===== src/hdl/quantized_conv2d_requant_assert.svh =====
// Assertion macros shared by the convolution block modules.
`ifndef QUANTIZED_CONV2D_REQUANT_ASSERT_SVH
`define QUANTIZED_CONV2D_REQUANT_ASSERT_SVH

// Implication checked at every rising clock edge outside reset.
`define QCR_ASSERT_IMP(label, clk, rst_n, pre, post, msg) \
  label: assert property (@(posedge clk) disable iff (!rst_n) (pre) |-> (post)) \
    else $error(msg);

// Implication whose consequent is checked in the next cycle.
`define QCR_ASSERT_NEXT(label, clk, rst_n, pre, post, msg) \
  label: assert property (@(posedge clk) disable iff (!rst_n) (pre) |=> (post)) \
    else $error(msg);

`endif


===== src/hdl/qconv_ram.sv =====
// Generic single-port-write, single-port-read RAM with registered read data.
module qconv_ram #(
  parameter int unsigned Width = 8,
  parameter int unsigned Depth = 16
) (
  input  logic                     clk_i,
  input  logic                     we_i,
  input  logic [$clog2(Depth)-1:0] waddr_i,
  input  logic [Width-1:0]         wdata_i,
  input  logic [$clog2(Depth)-1:0] raddr_i,
  output logic [Width-1:0]         rdata_o
);
  logic [Width-1:0] mem_q [Depth];

  always_ff @(posedge clk_i) begin
    if (we_i) begin
      mem_q[waddr_i] <= wdata_i;
    end
    rdata_o <= mem_q[raddr_i];
  end
endmodule


===== config.mk =====
export PLATFORM = sky130hd
export DESIGN_NAME = qconv_ram
export DESIGN_NICKNAME = d
export VERILOG_FILES = /design/src/hdl/quantized_conv2d_requant_assert.svh /design/src/hdl/qconv_ram.sv
export SDC_FILE = /design/constraint.sdc
export NUM_CORES = 1
export LEC_CHECK = 0
export ABC_AREA = 1
export BUFFER_PORTS_ARGS = -buffer_cell sky130_fd_sc_hd__buf_2
export CAP_MARGIN = 10
export CORE_ASPECT_RATIO = 0.75
export CORE_MARGIN = 4
export CORE_UTILIZATION = 40
export CTS_CLUSTER_DIAMETER = 50
export CTS_CLUSTER_SIZE = 14
export DETAILED_ROUTE_END_ITERATION = 12
export PLACE_DENSITY_LB_ADDON = 0.25
export SYNTH_ARGS = -nofsm -noshare
export SYNTH_HDL_FRONTEND = slang
export SYNTH_SLANG_ARGS = --single-unit

===== constraint.sdc =====
create_clock -name clk_i -period 3.1 [get_ports clk_i]
set_input_delay 0.62 -clock clk_i [delete_from_list [all_inputs] [get_ports clk_i]]
set_output_delay 0.62 -clock clk_i [all_outputs]
set_load 0.03 [all_outputs]

# Yosys cells after proc, flatten, opt, wreduce, memory -nomap -nowiden
# Memories as Yosys holds them, arrays and structs flattened. A register that Yosys moved wholly into a read port is not among the register bits.
# Index checks and enable logic that the tools add are counted.
# word_totals
ff_bits	0
ramBits	128
input_bits	18
memories	1
# classes
mux	2
# mem_list
memory	words	width	rd	rd_ports_with_merged_regs	wr	line_no	source
mem_q	16	8	1	1	1	qconv_ram.sv:13	logic [Width-1:0] mem_q [Depth];
# ops
op	n
two-way mux 1 bit	2

# Logic depth before layout (Yosys ltp)
# logic_depth
ltp_word	2
ltp_mapped	8
mapped_depth_nobuf	7

# Worst setup path after synthesis
# No wires, ideal clock.
# synth_timing
path_kind	input to register
from	input waddr_i[2]
to	memory mem_q[10][0] (enable)
setup_time_ps	370
t_arrival_ps	1201
required_ps	2730
slack_ps	1529
stages	2
path_buffers	0
cell_sequence	nand3b_1 nor2_1
# synth_rtl
item	line_no	source
from (decl)	qconv_ram.sv:8	input logic [$clog2(Depth)-1:0] waddr_i,
to (decl)	qconv_ram.sv:13	
# Straight into the memory's write port.

==> key figures <==
GRT
  – Vias in the first global route: 3605
  – Overflow after GRT: 0
  – Initial antenna violation count: 0
  – Global-route wire length before repair: 21.1 mm
  – GRT Total Usage: 17.1%
  – Pin count of the biggest net entering global routing: 65

Pwr
  – NetSw: 976 uW
  – Clock power frac: 46.4%
  – VDD IR-drop max: 0.000347 V
  – Lkg Pwr: 2.82 nW
  – Int Power: 3.39 mW
  – Logic pwr share: 6.2%
  – Pwr Total: 4.37 mW
  – Switching Share: 22.4%
  – P per Cell Area: 661 mW/mm^2
  – Flop pwr share: 47.4%

Timing
  – Final min period: 1.65 ns
  – Final setup vio count: 0
  – Layout Skew: 0.00431 ns
  – Slew Viols, Final: 0
  – Fin. Hold Viols: 0
  – Worst Tran Pin Value: 0.852 ns
  – Hold slack: 0.576 ns
  – RSZ-0062 raised after global routing: no
  – Setup TNS Final: 0 ns
  – Final period util: 53.1%
  – Fmax: 608 MHz
  – Max_slew headroom: 43.0%

Die
  – Top-Level Pins: 26
  – Die width: 147 um
  – Die Area: 0.0164 sq mm
  – Core area: 0.0139 sq mm
  – Row Count: 37
  – Initial Utilization: 41.4%
  – Die Y-Extent: 112 um

Placement
  – DP HPWL: 8.61 mm
  – Gpl congestion: 0.890
  – Port bufs: 25
  – Placed Area: 0.00600 sq mm

Worst setup path
  – Required @ worst endpoint: 3.45 ns
  – Crit Path Class: primary input to flip-flop
  – Worst Path Arrival: 2.00 ns
  – Cell mode on critical path: nand2_1
  – Delay-heaviest family, CP: buffers and inverters
  – Worst setup SP type: primary input
  – CP endpoint kind: flip-flop
  – Worst-path cell chain: buf_2, inv_2, buf_12, nand2_1, nand2_1, nand2_1, nand3_1, nand3_1, nand2_1
  – Crit Path Max Fanout: 41
  – Levels on crit path: 9
  – Total buffers and inverters traversed by the critical path: 3
  – R2R cell count: 6
  – CP max stage cell: inv_2
  – CP max stage delay: 0.54 ns

Routing
  – DRC viols: 0
  – DR vias: 3772
  – ANT nets after route: 0
  – Routed WL per cell: 17.2 um
  – WL final: 13.4 mm
  – Vias per Instance: 4.83
  – Iteration count of the initial detailed-routing pass: 5
  – 1st-iter DRT viols: 448

CTS
  – Clock Latency Late Sink: 0.41 ns
  – H-tree Lvls: 4
  – Post-CTS sizing: 0
  – Worst-path clk slew: 0.05 ns
  – Clock Tree Buf Depth: 2
  – Post-CTS Setup Inserts: 0
  – TritonCTS Buffers: 17
  – Hold buffers post-CTS: 0
  – CTS Sinks: 136
  – Clk root buf: clkbuf_16
  – CTS tree: built

Final layout
  – Fillers: 1270
  – Cell area after layout: 0.00660 sq mm
  – Layout cells sized above 1: 10.4%
  – Most common cell after layout, fill and taps aside: nand2_1
  – Fin nets: 592
  – Area Overhead vs Synth: 14.5%
  – ANT cells: 0
  – Commonest cells after routing, fill and taps aside: nand2_1 (173), edfxtp_1 (128), inv_1 (100)

Worst hold path
  – Worst min path class: primary input to flip-flop
  – Hold Path Stages: 3

Logic synthesis
  – Synth warn: 0
  – Post-synthesis register bit count: 136
  – Yosys cell types: 12
  – Sequential fraction of the synthesis area: 69.4%
  – Post-synth net total: 569
  – Synth Cell Area: 0.00577 sq mm
  – Synthesized instance count: 551
  – Syn_area_per_cell: 10.5 sq um

Run
  – Max-cap violations: 0

Status
  – Status: finished clean
==> worst register-to-register path: stages (launching register included) <==
cell and delay [ns]:
edfxtp_1 0.35, inv_1 0.06, nand2_1 0.04, nand3_1 0.22
nand3_1 0.13, nand3_1 0.13, nand2_1 0.06
==> layer usage <==
metal	up-vias	wire, um	share of wire, %	track usage, %
met2	140	5490	41	23.1
li1	1822	-	-	-
met1	1799	6780	50	27.6
met3	11	1040	7.8	3.46
met4	0	112	0.83	4.89
met5	-	0	0	0
==> Yosys cell counts <==
master	count	area (sq um)
inv_2	2	7.51
nor2_1	17	63.8
buf_2	13	65.1
buf_1	1	3.75
edfxtp_1	128	3840
buf_6	6	67.6
dfxtp_1	8	160
inv_1	100	375
nand3b_1	2	15.0
buf_4	4	30.0
nand2_1	173	649
nand3_1	97	485
==> sequential cells by signal, summed over array words and instances (netlist names) <==
signal and count:
mem_q 128, rdata_o 8
==> power by group through the flow <==
| stage | clock (mW) | combinational (mW) | sequential (mW) |
|---|---|---|---|
| floorplan | 0 | 0.145 | 2.13 |
| global placement | 0 | 0.270 | 2.11 |
| detailed placement | 0 | 0.271 | 2.11 |
| CTS | 2.05 | 0.271 | 2.07 |
| global route | 2.15 | 0.301 | 2.07 |
| finish | 2.03 | 0.270 | 2.07 |
==> cell families (layout without fill, tap and decap cells) <==
logic type | Yosys count | in the layout | synth area share, %
buffers and inverters | 126 | 161 | 9.52
and+or+nand+nor | 289 | 289 | 21.0
DFF | 136 | 136 | 69.4
==> final cells by class <==
class	count	area (sq um)	area share [%]
inverters	102	383	5.80
flip-flops and latches	136	4000	60.6
multi-input cells	289	1210	18.4
repair buffers	28	160	2.43
clock inverters	14	174	2.63
well taps	195	244	3.69
clock buffers	17	425	6.44
==> final timing paths <==
kind	startpoint	to	slack, ns
hold / removal	raddr_i[3]	rdata_o[3]$_DFF_P_	0.58
setup reg to reg	mem_q[7][6]$_DFFE_PP_	rdata_o[6]$_DFF_P_	2.00
hold reg to reg	mem_q[12][2]$_DFFE_PP_	rdata_o[2]$_DFF_P_	0.67
setup / recovery	raddr_i[0]	rdata_o[6]$_DFF_P_	1.45
==> stage by stage <==
stage / cells / util, % / setup slack [ns]
floorplan: 551 / - / 1.53
global placement: 750 / 43.1 / 1.04
detailed placement: 750 / 43.1 / 1.03
CTS: 781 / 47.4 / 1.46
global route: 781 / 47.4 / 1.28
finish: 781 / 47.4 / 1.45
Power figures use the tool's default switching activity.
