**config.mk**
```make
export PLATFORM = sky130hd
export DESIGN_NAME = qconv_queue
export DESIGN_NICKNAME = d
export VERILOG_FILES = /design/src/hdl/quantized_conv2d_requant_assert.svh /design/src/hdl/qconv_pkg.sv /design/src/hdl/qconv_queue.sv
export SDC_FILE = /design/constraint.sdc
export NUM_CORES = 1
export LEC_CHECK = 0
export BUFFER_PORTS_ARGS = -buffer_cell sky130_fd_sc_hd__buf_2
export CORE_MARGIN = 2
export CORE_UTILIZATION = 57
export DETAILED_ROUTE_END_ITERATION = 8
export PLACE_DENSITY = 0.8
export SLEW_MARGIN = 25
export SYNTH_ARGS = -nofsm -noshare
export SYNTH_HDL_FRONTEND = slang
export SYNTH_SLANG_ARGS = --single-unit
export TNS_END_PERCENT = 1
```
**constraint.sdc**
```tcl
create_clock -name clk_i -period 2.7 [get_ports clk_i]
set_input_delay 0.135 -clock clk_i [delete_from_list [all_inputs] [get_ports clk_i]]
set_output_delay 0.135 -clock clk_i [all_outputs]
set_load 0.03 [all_outputs]
```
**src/hdl/quantized_conv2d_requant_assert.svh**
```systemverilog
// Assertion macros shared by the convolution block modules.
`ifndef QUANTIZED_CONV2D_REQUANT_ASSERT_SVH
`define QUANTIZED_CONV2D_REQUANT_ASSERT_SVH

// Implication checked at every rising clock edge outside reset.
`define QCR_ASSERT_IMP(label, clk, rst_n, pre, post, msg) \
  label: assert property (@(posedge clk) disable iff (!rst_n) (pre) |-> (post)) \
    else $error(msg);

// Implication whose consequent is checked in the next cycle.
`define QCR_ASSERT_NEXT(label, clk, rst_n, pre, post, msg) \
  label: assert property (@(posedge clk) disable iff (!rst_n) (pre) |=> (post)) \
    else $error(msg);

`endif

```
**src/hdl/qconv_pkg.sv**
```systemverilog
// Package with types, constants and register indexes for the convolution block.
package qconv_pkg;

  localparam int unsigned MaxWidth  = 256;
  localparam int unsigned MaxKernel = 8;
  localparam int unsigned KStore    = MaxKernel * MaxKernel;
  localparam int unsigned LStore    = MaxKernel * MaxWidth;
  localparam int unsigned KAw       = $clog2(KStore);
  localparam int unsigned LAw       = $clog2(LStore);
  localparam int unsigned ColW      = $clog2(MaxWidth);
  localparam int unsigned KrW       = $clog2(MaxKernel);
  localparam int unsigned KcntW     = $clog2(KStore + 1);
  localparam int unsigned KdimW     = $clog2(MaxKernel + 1);
  localparam int unsigned WdimW     = $clog2(MaxWidth + 1);
  localparam int unsigned QDepth    = 4;
  localparam int unsigned QAw       = $clog2(QDepth);

  typedef enum logic [2:0] {
    RegImageWidth  = 3'd0,
    RegKernelWidth = 3'd1,
    RegInputZp     = 3'd2,
    RegWeightZp    = 3'd3,
    RegOutputZp    = 3'd4,
    RegAccBias     = 3'd5,
    RegScale       = 3'd6,
    RegShift       = 3'd7
  } reg_idx_e;

  typedef enum logic [2:0] {
    StIdle,
    StRead,
    StMac,
    StBias,
    StScale,
    StShift,
    StOut
  } back_state_e;

  // One window job handed from the front end to the back end.
  typedef struct packed {
    logic [15:0]     r0;
    logic [ColW-1:0] c0;
    logic [KdimW-1:0] rows;
    logic [KdimW-1:0] kw;
    logic            last;
  } job_t;

endpackage

```
**src/hdl/qconv_queue.sv**
```systemverilog
// Short queue of window jobs between front and back end.
module qconv_queue (
  input  logic            clk_i,
  input  logic            rst_ni,
  input  logic            push_i,
  output logic            full_o,
  input  qconv_pkg::job_t data_i,
  output logic            empty_o,
  input  logic            pop_i,
  output qconv_pkg::job_t data_o
);
  qconv_pkg::job_t           slot_q [qconv_pkg::QDepth];
  logic [qconv_pkg::QAw-1:0] wp_q, rp_q;
  logic [qconv_pkg::QAw:0]   cnt_q;

  assign full_o  = cnt_q == (qconv_pkg::QAw+1)'(qconv_pkg::QDepth);
  assign empty_o = cnt_q == '0;
  assign data_o  = slot_q[rp_q];

  always_ff @(posedge clk_i) begin
    if (push_i && !full_o) slot_q[wp_q] <= data_i;
  end

  always_ff @(posedge clk_i or negedge rst_ni) begin
    if (!rst_ni) begin
      wp_q  <= '0;
      rp_q  <= '0;
      cnt_q <= '0;
    end else begin
      if (push_i && !full_o) wp_q <= wp_q + 1'b1;
      if (pop_i && !empty_o) rp_q <= rp_q + 1'b1;
      cnt_q <= cnt_q + (qconv_pkg::QAw+1)'(push_i && !full_o)
                     - (qconv_pkg::QAw+1)'(pop_i && !empty_o);
    end
  end
endmodule

```
# Word level (Yosys, flattened, before mapping)
# Memory sizes are Yosys's and may differ from the RTL's.
# Index checks and enable logic that the tools add are counted.
totals:
  romBits: 0
  out_inout_bits: 35
  reg_bits: 7
  latch_bits: 0
  mem_bits_rw: 132
  in_bits: 37
  memories: 1
op_classes:
  n_bitwise: 0
  muxes: 2
  order_cmp: 0
  n_shift: 0
  n_mul: 0
  n_reduce_logical: 5
  addsub: 4
  div: 0
  n_eq_ne: 1
mem_list:
  columns: ["name", "words", "width", "read_ports", "rd_clocked_by_memory_dff", "wr", "line", "text"]
  rows:
  - ["slot_q", 4, 33, 1, 0, 1, "qconv_queue.sv:12", "qconv_pkg::job_t slot_q [qconv_pkg::QDepth];"]
op_table:
  columns: ["cell", "count"]
  rows:
  - ["$add 2x1->2 const B", 2]
  - ["$add 3x1->3", 1]
  - ["$eq 3x3->1 const B", 1]
  - ["$logic_not 3->1", 1]
  - ["$sub 3x1->3", 1]
  - ["$logic_and 1x1->1", 2]
  - ["$logic_not 1->1", 2]
  - ["$mux 1", 2]

# Logic depth before layout (Yosys ltp)
logic_depth:
  word_depth: 5
  mapped_depth: 8

# Worst setup path after synthesis
# OpenSTA, ideal clock, no wires.
synth_timing:
  path_type: "register to register"
  from: "reg cnt_q[1] (netlist bit)"
  to: "reg cnt_q[2] (netlist bit)"
  arrival_time_ns: 2.010
  path_stages_with_launch: 9
  setup_slack_ns: 0.567
  t_required_ns: 2.577
  n_path_buf: 0
  path_cell_list: "dfrtp_1 > nor3b_4 > nand2b_1 > ha_1 > inv_1 > ha_1 > fa_1 > xnor2_1 > xnor2_1"
synth_between:
  elab_chain_len: 5
synth_rtl:
  columns: ["element", "line", "text"]
  rows:
  - ["from (decl)", "qconv_queue.sv:14", "logic [qconv_pkg::QAw:0] cnt_q;"]
  - ["from (signal assigned)", "qconv_queue.sv:32", "cnt_q <= cnt_q + (qconv_pkg::QAw+1)'(push_i && !full_o)"]
  - ["$eq 3x3->1", "qconv_queue.sv:16", "assign full_o = cnt_q == (qconv_pkg::QAw+1)'(qconv_pkg::QDepth);"]
  - ["net full_o", "qconv_queue.sv:6", "output logic full_o,"]
  - ["$logic_not 1->1", "qconv_queue.sv:32", null]
  - ["$logic_and 1x1->1", "qconv_queue.sv:32", null]
  - ["$add 3x1->3", "qconv_queue.sv:32", null]
  - ["$sub 3x1->3", "qconv_queue.sv:33", "- (qconv_pkg::QAw+1)'(pop_i && !empty_o);"]
# The timed path passes the listed nets, and every way through them passes these cells.
# A chain may end at the register's enable or synchronous reset.

==> results.txt <==
GR Util met2: 0.3268
Num ports: 72
Setup bufs post-CTS: 0
WP data required: 2.57 ns
Clock Skews: 0.008299 ns
Post-Route WL: 9019 um
Area contributors post-synth: edfxtp_1, mux4_2, dfrtp_1, mux4_1, ha_1
Clock sinks: 139
CTS max path bufs: 2
Static leakage: 0.002386 uW
Crit Path Class: reg -> out
Busiest layer in global routing: met2
Layout area overhead: 25.80%
Buffers on Ports: 71
Worst skew pair latency: 0.50 ns
Sequential element share of the synthesized area: 0.7830
Core area: 0.009109 sq mm
GP Congestion: 0.7450
DIE WIDTH: 100.3 um
Power per cell area: 1135 mW/mm^2
Post-DP Area: 0.005774 sq mm
Max-slew violation count: 0
Nature of the critical path endpoint: primary output
Root buffer cell: clkbuf_8
Finished Core Util: 0.7301
Starting Density: 0.5804
Vias/cell: 5.500
Dpl cells: 395
Met3 Resource Use GR: 0.05501
Vias in the first global route: 2,812
Clock Pin Slew Worst Setup and Hold Paths: 0.06 ns
Crit path arrival time: 2.10 ns
Number of DRC markers in iteration 0: 100
Chip height: 100.3 um
Site Rows: 35
First-pass GRT wire length: 14,220 um
Tmin final: 2.237 ns
Worst VDD drop: 0.0006955 V
DR DRC count: 0
Synthesized area: 0.005286 sq mm
Maximum fanout along the worst path: 28
Post-synth cell types: 20
Routed vias: 2,541
Fmax: 447.0 MHz
Nets: 384
M1 GR Usage: 0.2449
GR Overflow Total: 0
Syn_nets: 258
Setup crit start kind: flop
Sum Neg Setup Slack: 0 ns
Final Setup Violations: 0
Htree depth: 4
ANT cells: 0
CTS buffer count: 17
Unrepaired setup endpoints after global routing: no
Warnings from Yosys: 0
Avg WL per Cell: 19.52 um
Post-Route Hold Slack: 0.3910 ns
Relative slew slack: 0.6116
Post-detail-place hpwl: 5025 um
Initial antenna violation count: 0
Worst-Margin Slew: 0.5827 ns
Total of max-cap violations: 0
Syn Area/Cell: 24.70 sq um
Area leader, netlist: edfxtp_1
Yosys top cell area share: 0.7498
Synthesis-stage register bit count: 139
Final worst path period share: 0.8285
Die area: 0.01006 sq mm
Total GRT Usage: 0.1962
Synth Instances: 214
CTS tree: done
Layout Cells excl Fill: 462
Drt first pass iters: 4
Largest net degree at the start of global routing: 34
Final Hold Fails: 0
Post-layout instance area: 0.006650 sq mm
Hold/Removal Path Class: in -> reg
Layout cells sized above 1: 0.3903
Status: complete, no violations
Antenna viol nets, final: 0
registers in the layout, summed over array words and instances, names as in the netlist:
| register | flops |
|---|---|
| rp_q | 2 |
| slot_q | 132 |
| wp_q | 2 |
| cnt_q | 3 |
Yosys cell counts:
library cell	n
edfxtp_1	132
mux4_2	28
dfrtp_1	7
ha_1	6
inv_1	6
mux4_1	5
and3b_1	4
buf_2	4
nand2b_1	4
xnor2_1	4
buf_12	3
nand4bb_1	2
o211ai_1	2
buf_6	1
fa_1	1
nand2_1	1
nor3_1	1
nor3b_4	1
o311ai_0	1
o31ai_1	1
critical path, stage by stage (launching register included):
cell	delay [ns]
dfrtp_2	0.53
buf_12	0.29
mux4_1	0.58
buf_2	0.20
per-stage QoR:
stage	setup WS (ns)	total power, uW
6_report	0.4631	7547
5_1_grt	0.2929	7905
4_1_cts	0.4024	7627
3_5_place_dp	0.4792	5606
3_3_place_gp	0.5694	5551
2_1_floorplan	0.5670	4992
cells in the final DEF, fill, tap and decap left out, types with 5 or more instances in the layout:
master,instances
edfxtp_1,132
clkbuf_16,16
dlygate4sd3_1,37
inv_1,6
mux4_2,28
ha_1,6
mux4_1,5
dfrtp_1,5
buf_4,5
buf_2,71
kinds of logic after synthesis:
| logic type | count (synthesis) | share of synthesized area |
|---|---|---|
| flip-flops | 139 | 0.7830 |
| multiplexers | 33 | 0.1441 |
| buffers and inverters | 14 | 0.02154 |
| AND/OR/NAND/NOR | 13 | 0.02083 |
| adder cells (fa/ha/maj) | 7 | 0.01799 |
| AO/OA/AOI/OAI | 4 | 0.005917 |
| XOR/XNOR | 4 | 0.006627 |
final timing paths:
check	startpoint	end	slack, ns	depth (start not counted)
worst min-delay path	data_i[25]	slot_q[2][25]$_DFFE_PP_	0.39	2
worst min register to register	rp_q[1]$_DFFE_PN0P_	rp_q[1]$_DFFE_PN0P_	0.47	1
max in group asynchronous	rst_ni	rp_q[0]$_DFFE_PN0P_	1.76	3
worst max-delay path	rp_q[0]$_DFFE_PN0P_	data_o[29]	0.46	3
min in group asynchronous	rst_ni	wp_q[0]$_DFFE_PN0P_	0.65	3
worst max register to register	cnt_q[1]$_DFF_PN0_	cnt_q[2]$_DFF_PN0_	0.49	8
power breakdown:
group	total (uW)	switching, uW	internal, uW
clock	1970	772	1200
combinational	2530	1530	998
sequential	3050	188	2860
total	7550	2490	5050
layout make-up:
cell class | instances | area (sq um)
Clock buffer | 21 | 429.2
Clock inverter | 9 | 76.32
Fill cell | 540 | 2459
Inverter | 6 | 22.52
Multi-Input combinational cell | 61 | 1039
Sequential cell | 139 | 4141
Tap cell | 111 | 138.9
Timing Repair Buffer | 115 | 803.3
layer usage:
layer,vias up,wire length (um),share of wire
met4,0,85,0.0094
met5,-,0,0
li1,1156,-,-
met1,1292,3714,0.41
met2,85,4734,0.52
met3,8,484,0.054
repair_timing:
item / CTS / global route
hold endpoints to repair: 143 / 0
gates resized for setup: 0 / 0
hold buffers: 37 / 0
Note: power is estimated with default switching activity, not from simulation.
