`src/hdl/quantized_conv2d_requant_assert.svh`:
```
// Assertion macros shared by the convolution block modules.
`ifndef QUANTIZED_CONV2D_REQUANT_ASSERT_SVH
`define QUANTIZED_CONV2D_REQUANT_ASSERT_SVH

// Implication checked at every rising clock edge outside reset.
`define QCR_ASSERT_IMP(label, clk, rst_n, pre, post, msg) \
  label: assert property (@(posedge clk) disable iff (!rst_n) (pre) |-> (post)) \
    else $error(msg);

// Implication whose consequent is checked in the next cycle.
`define QCR_ASSERT_NEXT(label, clk, rst_n, pre, post, msg) \
  label: assert property (@(posedge clk) disable iff (!rst_n) (pre) |=> (post)) \
    else $error(msg);

`endif

```
`src/hdl/qconv_pkg.sv`:
```
// Package with types, constants and register indexes for the convolution block.
package qconv_pkg;

  localparam int unsigned MaxWidth  = 256;
  localparam int unsigned MaxKernel = 8;
  localparam int unsigned KStore    = MaxKernel * MaxKernel;
  localparam int unsigned LStore    = MaxKernel * MaxWidth;
  localparam int unsigned KAw       = $clog2(KStore);
  localparam int unsigned LAw       = $clog2(LStore);
  localparam int unsigned ColW      = $clog2(MaxWidth);
  localparam int unsigned KrW       = $clog2(MaxKernel);
  localparam int unsigned KcntW     = $clog2(KStore + 1);
  localparam int unsigned KdimW     = $clog2(MaxKernel + 1);
  localparam int unsigned WdimW     = $clog2(MaxWidth + 1);
  localparam int unsigned QDepth    = 4;
  localparam int unsigned QAw       = $clog2(QDepth);

  typedef enum logic [2:0] {
    RegImageWidth  = 3'd0,
    RegKernelWidth = 3'd1,
    RegInputZp     = 3'd2,
    RegWeightZp    = 3'd3,
    RegOutputZp    = 3'd4,
    RegAccBias     = 3'd5,
    RegScale       = 3'd6,
    RegShift       = 3'd7
  } reg_idx_e;

  typedef enum logic [2:0] {
    StIdle,
    StRead,
    StMac,
    StBias,
    StScale,
    StShift,
    StOut
  } back_state_e;

  // One window job handed from the front end to the back end.
  typedef struct packed {
    logic [15:0]     r0;
    logic [ColW-1:0] c0;
    logic [KdimW-1:0] rows;
    logic [KdimW-1:0] kw;
    logic            last;
  } job_t;

endpackage

```
`src/hdl/qconv_back.sv`:
```
// Back end: serial multiply-accumulate over the window, then requantization.
module qconv_back (
  input  logic                      clk_i,
  input  logic                      rst_ni,
  input  logic                      job_valid_i,
  output logic                      job_pop_o,
  input  qconv_pkg::job_t           job_i,
  output logic                      busy_o,
  output logic [qconv_pkg::KAw-1:0] kraddr_o,
  input  logic [9:0]                krdata_i,
  output logic [qconv_pkg::LAw-1:0] lraddr_o,
  input  logic [9:0]                lrdata_i,
  input  logic signed [8:0]         output_zp_i,
  input  logic signed [31:0]        acc_bias_i,
  input  logic signed [15:0]        scale_i,
  input  logic [5:0]                shift_i,
  output logic                      m_axis_tvalid,
  input  logic                      m_axis_tready,
  output logic [23:0]               m_axis_tdata,
  output logic                      m_axis_tlast
);
  qconv_pkg::back_state_e state_q, state_d;
  qconv_pkg::job_t        job_q;
  logic [qconv_pkg::KdimW-1:0] i_q, i_d, j_q, j_d;
  logic [qconv_pkg::KAw:0]     k_q, k_d;
  logic                        rd_q, rd_d;
  logic signed [31:0] acc_q, acc_d;
  logic signed [48:0] prod_q, prod_d;
  logic signed [48:0] sh_q, sh_d;
  logic signed [19:0] tap;
  logic signed [32:0] biased;
  logic signed [49:0] relu;
  logic signed [7:0]  val;
  logic [2:0]         rsel;
  logic [qconv_pkg::ColW:0] csel;
  logic               out_busy;

  assign out_busy = m_axis_tvalid && !m_axis_tready;
  assign busy_o   = (state_q == qconv_pkg::StRead) || (state_q == qconv_pkg::StMac);
  assign tap      = signed'(lrdata_i) * signed'(krdata_i);
  assign biased   = 33'(acc_q) + 33'(acc_bias_i);
  assign rsel     = 3'(job_q.r0[qconv_pkg::KrW-1:0] + qconv_pkg::KrW'(i_q));
  assign csel     = (qconv_pkg::ColW+1)'(job_q.c0) + (qconv_pkg::ColW+1)'(j_q);
  assign lraddr_o = {rsel, csel[qconv_pkg::ColW-1:0]};
  assign kraddr_o = k_q[qconv_pkg::KAw-1:0];
  assign relu     = (sh_q < 0) ? 50'sd0 : 50'(sh_q);

  always_comb begin
    logic signed [49:0] z;
    z   = relu + 50'(output_zp_i);
    val = (z > 50'sd127) ? 8'sd127 : (z < -50'sd128) ? -8'sd128 : 8'(z);
  end

  always_comb begin
    state_d    = state_q;
    i_d        = i_q;
    j_d        = j_q;
    k_d        = k_q;
    rd_d       = 1'b0;
    acc_d      = acc_q;
    prod_d     = prod_q;
    sh_d       = sh_q;
    job_pop_o  = 1'b0;
    case (state_q)
      qconv_pkg::StIdle: begin
        if (job_valid_i) begin
          job_pop_o = 1'b1;
          i_d = '0; j_d = '0; k_d = '0; acc_d = '0;
          state_d = qconv_pkg::StRead;
        end
      end
      qconv_pkg::StRead, qconv_pkg::StMac: begin
        // Addresses issue one tap per cycle; the registered read data arrives in the next cycle.
        if (rd_q) acc_d = acc_q + 32'(tap);
        if (state_q == qconv_pkg::StRead) begin
          rd_d = 1'b1;
          k_d  = k_q + 1'b1;
          if (j_q + 1'b1 == job_q.kw) begin
            j_d = '0;
            i_d = i_q + 1'b1;
            if (i_q + 1'b1 == job_q.rows) state_d = qconv_pkg::StMac;
          end else begin
            j_d = j_q + 1'b1;
          end
        end else if (!rd_q) begin
          state_d = qconv_pkg::StBias;
        end
      end
      qconv_pkg::StBias: begin
        prod_d  = 49'(biased);
        state_d = qconv_pkg::StScale;
      end
      qconv_pkg::StScale: begin
        prod_d  = 49'(signed'(prod_q[32:0]) * 49'(scale_i));
        state_d = qconv_pkg::StShift;
      end
      qconv_pkg::StShift: begin
        sh_d    = prod_q >>> shift_i;
        state_d = qconv_pkg::StOut;
      end
      qconv_pkg::StOut: begin
        if (!out_busy) state_d = qconv_pkg::StIdle;
      end
      default: state_d = qconv_pkg::StIdle;
    endcase
  end

  always_ff @(posedge clk_i or negedge rst_ni) begin
    if (!rst_ni) begin
      state_q       <= qconv_pkg::StIdle;
      rd_q          <= 1'b0;
      m_axis_tvalid <= 1'b0;
    end else begin
      state_q <= state_d;
      rd_q    <= rd_d;
      if (state_q == qconv_pkg::StOut && !out_busy) begin
        m_axis_tvalid <= 1'b1;
      end else if (m_axis_tready) begin
        m_axis_tvalid <= 1'b0;
      end
    end
  end

  always_ff @(posedge clk_i) begin
    if (job_pop_o) job_q <= job_i;
    i_q    <= i_d;
    j_q    <= j_d;
    k_q    <= k_d;
    acc_q  <= acc_d;
    prod_q <= prod_d;
    sh_q   <= sh_d;
    if (state_q == qconv_pkg::StOut && !out_busy) begin
      m_axis_tdata <= {job_q.c0, job_q.r0[7:0], val};
      m_axis_tlast <= job_q.last;
    end
  end

  `include "quantized_conv2d_requant_assert.svh"
  `QCR_ASSERT_NEXT(a_out_hold, clk_i, rst_ni, out_busy, m_axis_tvalid, "result dropped while stalled")
  `QCR_ASSERT_IMP(a_pop_idle, clk_i, rst_ni, job_pop_o, state_q == qconv_pkg::StIdle && !rd_q, "job taken while busy")
endmodule

```
`config.mk`:
```
export PLATFORM = sky130hd
export DESIGN_NAME = qconv_back
export DESIGN_NICKNAME = d
export VERILOG_FILES = /design/src/hdl/qconv_pkg.sv /design/src/hdl/qconv_back.sv
export VERILOG_INCLUDE_DIRS = /design/src /design/src/hdl
export SDC_FILE = /design/constraint.sdc
export NUM_CORES = 2
export LEC_CHECK = 0
export BUFFER_PORTS_ARGS = -buffer_cell sky130_fd_sc_hd__buf_2
export CAP_MARGIN = 20
export CORE_MARGIN = 3
export CORE_UTILIZATION = 35
export DETAILED_ROUTE_END_ITERATION = 8
export GPL_ROUTABILITY_DRIVEN = 0
export PLACE_DENSITY = 0.55
export SETUP_SLACK_MARGIN = 0.15
export SLEW_MARGIN = 25
export SYNTH_ARGS = -nofsm -noshare
export SYNTH_HDL_FRONTEND = slang
export SYNTH_SLANG_ARGS = --single-unit
export TNS_END_PERCENT = 20
```
`constraint.sdc`:
```
create_clock -name clk_i -period 8.6 [get_ports clk_i]
set_clock_uncertainty 0.1 [all_clocks]
set_input_delay 0.86 -clock clk_i [delete_from_list [all_inputs] [get_ports clk_i]]
set_output_delay 0.86 -clock clk_i [all_outputs]
set_load 0.02 [all_outputs]
```
== Word-level counts from Yosys, hierarchy flattened ==
Index checks and enable logic that the tools add are counted.
Word-level totals
  word-level logic and storage cells: 90
  output and inout bits: 45
  latch bits: 0
  flip-flop bits (word level): 200
  input port bits: 120
  bits in writable memories: 0
  memories kept: 0
  memory bits (read-only): 0
Operators by class
  shift-type cells: 1
  reductions and logical operators: 14
  $add $sub $neg: 8
  divide/modulo/power cells: 0
  eq/ne operators: 16
  multiplexer cells: 29
  $mul: 2
  order comparisons: 3
  bitwise gates (word level): 0
Operators with widths (number)
  49-bit one-hot mux with 2 select lines: 1
  32-bit two-way mux: 2
  32-bit one-hot mux with 2 select lines: 1
  50-bit by 9-bit adder with 50-bit output: 1
  50-bit by 8-bit > comparator with 1-bit output, second input constant: 1
  50-bit by 8-bit < comparator with 1-bit output, second input constant: 1
  50-bit two-way mux: 1
  49-bit by 1-bit < comparator with 1-bit output, second input constant: 1
  33-bit by 16-bit multiplier with 49-bit output: 1
  49-bit by 6-bit >>> shifter with 49-bit output: 1
  32-bit by 32-bit adder with 33-bit output: 1
  32-bit by 20-bit adder with 32-bit output: 1
  10-bit by 10-bit multiplier with 20-bit output: 1
  4-bit two-way mux: 5
  3-bit two-way mux: 6
  3-bit one-hot mux with 6 select lines: 1
  4-bit one-hot mux with 2 select lines: 2
  7-bit two-way mux: 2
  7-bit one-hot mux with 2 select lines: 1
  2-bit inequality test, second input constant: 5
  3-bit == test, second input constant: 3
  3-bit inequality test, second input constant: 3
  4-bit by 1-bit adder with 4-bit output, second input constant: 2
  8-bit by 4-bit adder with 8-bit output: 1
  other kinds (16): 28

== Logic depth before layout (Yosys ltp) ==
  word-level depth: 6
  depth in mapped cells: 28
  depth with buffers taken out: 26

== Worst setup path before layout ==
No wires, ideal clock.
  path type: input port to flip-flop
  from: input port scale_i[15]
  to: register prod_q[48] (data pin)
  required time: 8233 ps
  buffers on the path: 3
  stages: 26
  setup slack: 943 ps
  setup time: 267 ps
  data arrival time: 7290 ps
  cell sequence: inv_1 > clkbuf_1 > clkbuf_1 > nor2_1 > fa_1 > fa_1 > fa_1 > fa_1 > fa_1 > inv_1 > fa_1 > inv_1 > ha_1 > clkbuf_1 > nand4_1 > or3_1 > a2bb2oi_1 > nand4_1 > a41oi_1 > o21ba_2 > o31ai_1 > o31ai_1 > a21oi_1 > nor2_1 > xnor2_1 > o21ai_0
On the way
  cells in the longest elaborated chain, start to end: 2
RTL lines
  start: declaration: line qconv_back.sv:15  | input logic signed [15:0] scale_i,
  33-bit by 16-bit multiplier with 49-bit output: line qconv_back.sv:94  | prod_d = 49'(signed'(prod_q[32:0]) * 49'(scale_i));
  49-bit one-hot mux with 2 select lines: line qconv_back.sv:64  | case (state_q)
  net prod_d[48]: line qconv_back.sv:28  | logic signed [48:0] prod_q, prod_d;
  end signal: assignment: line qconv_back.sv:130  | prod_q <= prod_d;
  end: declaration: line qconv_back.sv:28
The timed path passes the listed nets, and every way through them passes these cells.
A chain may end at the register's enable or synchronous reset.

== Worst setup path in the final report ==
  from: register prod_q[5]
  to: register prod_q[47] (data pin)
On the way
  cells in the longest elaborated chain, start to end: 2
RTL lines (line)
  33-bit by 16-bit multiplier with 49-bit output: qconv_back.sv:94
  49-bit one-hot mux with 2 select lines: qconv_back.sv:64
  net prod_d[47]: qconv_back.sv:28
The timed path passes the listed nets, and every way through them passes these cells.

==> metrics.txt <==
proportion of layout cells with a drive suffix above 1 8.12%; RSZ-0062 raised after global routing true; Crit. End Element flop; terminus of the critical flop-to-flop path prod_q[47]; clock tree buffer depth 2; Post-synth EDFFs 194; Rel. slew slack 30.6%; sum of buffers and inverters on the critical path 6; PnR worst setup slack 0.409 ns; Highest Clock Rate 122 MHz; sequential fraction of the synthesis area ~15%; layout filler cell count ~11000; via count of the routed design around 30000; Worst-Skew Late Latency around 0.48 ns; vertical die dimension 344 um; number of max-slew violations in the final report 0; number of nets still failing antenna checks after routing 0; clock-pin slew reported for the worst setup and hold paths after clock tree synthesis ~0.08 ns; first-pass GRT wire length 178000 um; Setup CP Type reg2reg; TritonCTS clock tree built; post-layout min period 8.19 ns; Area growth, synth to finish 8.71%; reg-to-reg critical path startpoint prod_q[5]; cell area after technology mapping 39900 um2; first-iteration detailed-routing DRC count between 1500 and 2000; standard cell area after detailed placement roughly 42000 um2; largest cells by area after synthesis fa_1 33%, edfxtp_1 15%, ha_1 8.9%, inv_1 7.6%, nand2_1 5.2%; Die Outline Area 118000 um2; longest individual stage delay on the worst path 0.69 ns; DPL Wire Length 89500 um; num ports approximately 170; startpoint type of the worst setup path flop; remaining global-route overflow 0; Synth top area share 32.7%; nets 5560; most frequent cell on the critical path fa_1; cell at the root of the clock tree clkbuf_16; clock buffer count from CTS 17; core footprint between 100000 and 150000 um2; GR Util All Layers 19.2%; Final Hold Vio Count 0; Post-Synthesis Net Count 5499; critical path launch point prod_q[5]; cell type group with the largest total delay on the critical path adder cells; r2r worst-path depth 26; main flop type after synthesis edfxtp_1; transition time at the pin with the least slew margin 1.04 ns; initial antenna violation count 14; crit path capture prod_q[47]; number of global-route vias before repair 31800; average detailed-routed wire length per instance between 15 and 20 um; maximum number of pins on one net before global-route repair 58; Netlist cell types 88; Post-Syn Instances 4443; average cell area after synthesis 8.98 um2; first-pass detailed-route iteration total 5; Post-route DRC 0; MaxCap Viol Count 0; via density per instance a little over 5; starting density of the core around 35%; chip width 344 um; Site Rows between 100 and 150; final instance area 43400 um2; Sum Neg Setup Slack 0 ns; Crit path arrival time 8.29 ns; post-cts resize count 0; worst setup slack after placement 0.118 ns; maximum level of the CTS H-tree 4; worst reg-to-reg setup slack 0.41 ns; fraction of registers with async set/reset 2.51%; maximum fanout count along the critical path 11; critical path data required time 8.70 ns; overall routed net length 111000 um; count of final setup violators 0; Tightest Hold Check Type in2async; count of cell instances traversed by the critical path 26; status finished clean; number of synthesized register bits 199; clock sink count 199; warnings from Yosys 0; input/output buffers roughly 160; cell with the biggest individual delay on the critical path edfxtp_1; post-synth top area cell fa_1; final worst-path cycle share 95.2%
-- per-stage QoR --
| stage | hold WS (ns) | instances | util, % |
|---|---|---|---|
| final | 0.0778 | 6026 | 38.4 |
| after global routing | 0.0512 | 6017 | 38.4 |
| after CTS | 0.0347 | 5999 | 38.2 |
| after detailed placement | 0.316 | 5967 | 37.6 |
| after global placement | 0.300 | 5967 | 37.6 |
| after floorplan | 0.300 | 4443 | - |
-- final cells by class --
class	instances	area, um2	area share, %
Inverter	815	3060	7.06
Sequential cell	199	5950	13.7
Multi-Input combinational cell	3213	30100	69.4
Timing Repair Buffer	258	1700	3.91
Clock buffer	18	429	0.990
Clock inverter	14	250	0.577
Tap cell	1500	1880	4.33
Antenna cell	9	22.5	0.0519
-- cell usage after synthesis, types with 10 or more instances --
cell and n:
and2_1 270, nor2_1 229, mux4_2 30, edfxtp_1 194, a21oi_1 203, xnor2_1 85
ha_1 284, inv_1 812, xor2_1 79, clkbuf_1 184, a211oi_1 32, nand2b_1 40
o21ai_0 160, o21a_1 24, nand4_1 35, a21o_1 79, or3_1 12, buf_2 10
nand2_1 551, fa_1 652, and3_1 18, o211ai_1 15, buf_1 21, mux2i_1 39
nor4_1 10, o21bai_1 26, nor3_1 37, nand3_1 56, o31ai_1 10, mux2_2 10
nor2b_1 70, a31oi_1 23
-- flip-flops by register name, summed over array words and instances (netlist names), 4 cells and up --
name          count
sh_q             49
j_q               4
k_q               6
prod_q           49
i_q               4
m_axis_tdata     24
job_q            25
acc_q            32
-- cells by family after synthesis --
family / synth area share (%)
adders and majority gates: 41.6
buffers and inverters: 9.75
and+or+nand+nor: 16.5
xor gates and xnor gates: 3.60
AOI/OAI and AO/OA: 10.6
DFF: 14.9
muxes: 2.98
-- worst min path at each step --
stage	from	slack (ns)	end
6_report	rst_ni	0.08	rd_q
5_1_grt	rst_ni	0.05	rd_q
4_1_cts	rst_ni	0.03	rd_q
3_5_place_dp	job_q[20]	0.32	m_axis_tdata[11]
3_3_place_gp	job_q[22]	0.30	m_axis_tdata[13]
2_1_floorplan	job_q[20]	0.30	m_axis_tdata[11]
-- layer usage --
metal / global-route usage, % / vias up / routed length [um]
met5: 0 / - / 33
met1: 26.1 / 15300 / 49700
met4: 4.80 / 4 / 2650
li1: - / 14300 / -
met3: 2.63 / 125 / 5410
met2: 32.5 / 673 / 53000
-- timing repair --
action | 4_1_cts | 5_1_grt
hold buffers | 0 | 0
setup buffers | 0 | 17
endpoints found under the setup margin | 0 | 3
-- placed cells by master (no fill, tap or decap), drive strengths merged, types with 23 or more instances in the layout --
cell type | netlist | layout
ha | 284 | 284
a21o | 79 | 79
nand2b | 40 | 40
xor2 | 79 | 79
o21bai | 26 | 26
mux4 | 30 | 30
nor2 | 231 | 231
nand4 | 35 | 35
mux2i | 39 | 39
a211oi | 34 | 34
a21oi | 203 | 203
nand3 | 56 | 56
a31oi | 23 | 23
edfxtp | 194 | 194
fa | 652 | 652
buf | 32 | 258
o21ai | 163 | 163
nand2 | 552 | 552
nor2b | 70 | 70
o21a | 24 | 24
and2 | 270 | 270
nor3 | 37 | 37
inv | 815 | 820
xnor2 | 85 | 85
Power is not shown: default switching activity piles up to over one toggle a cycle in this logic, so the estimate is an artifact.
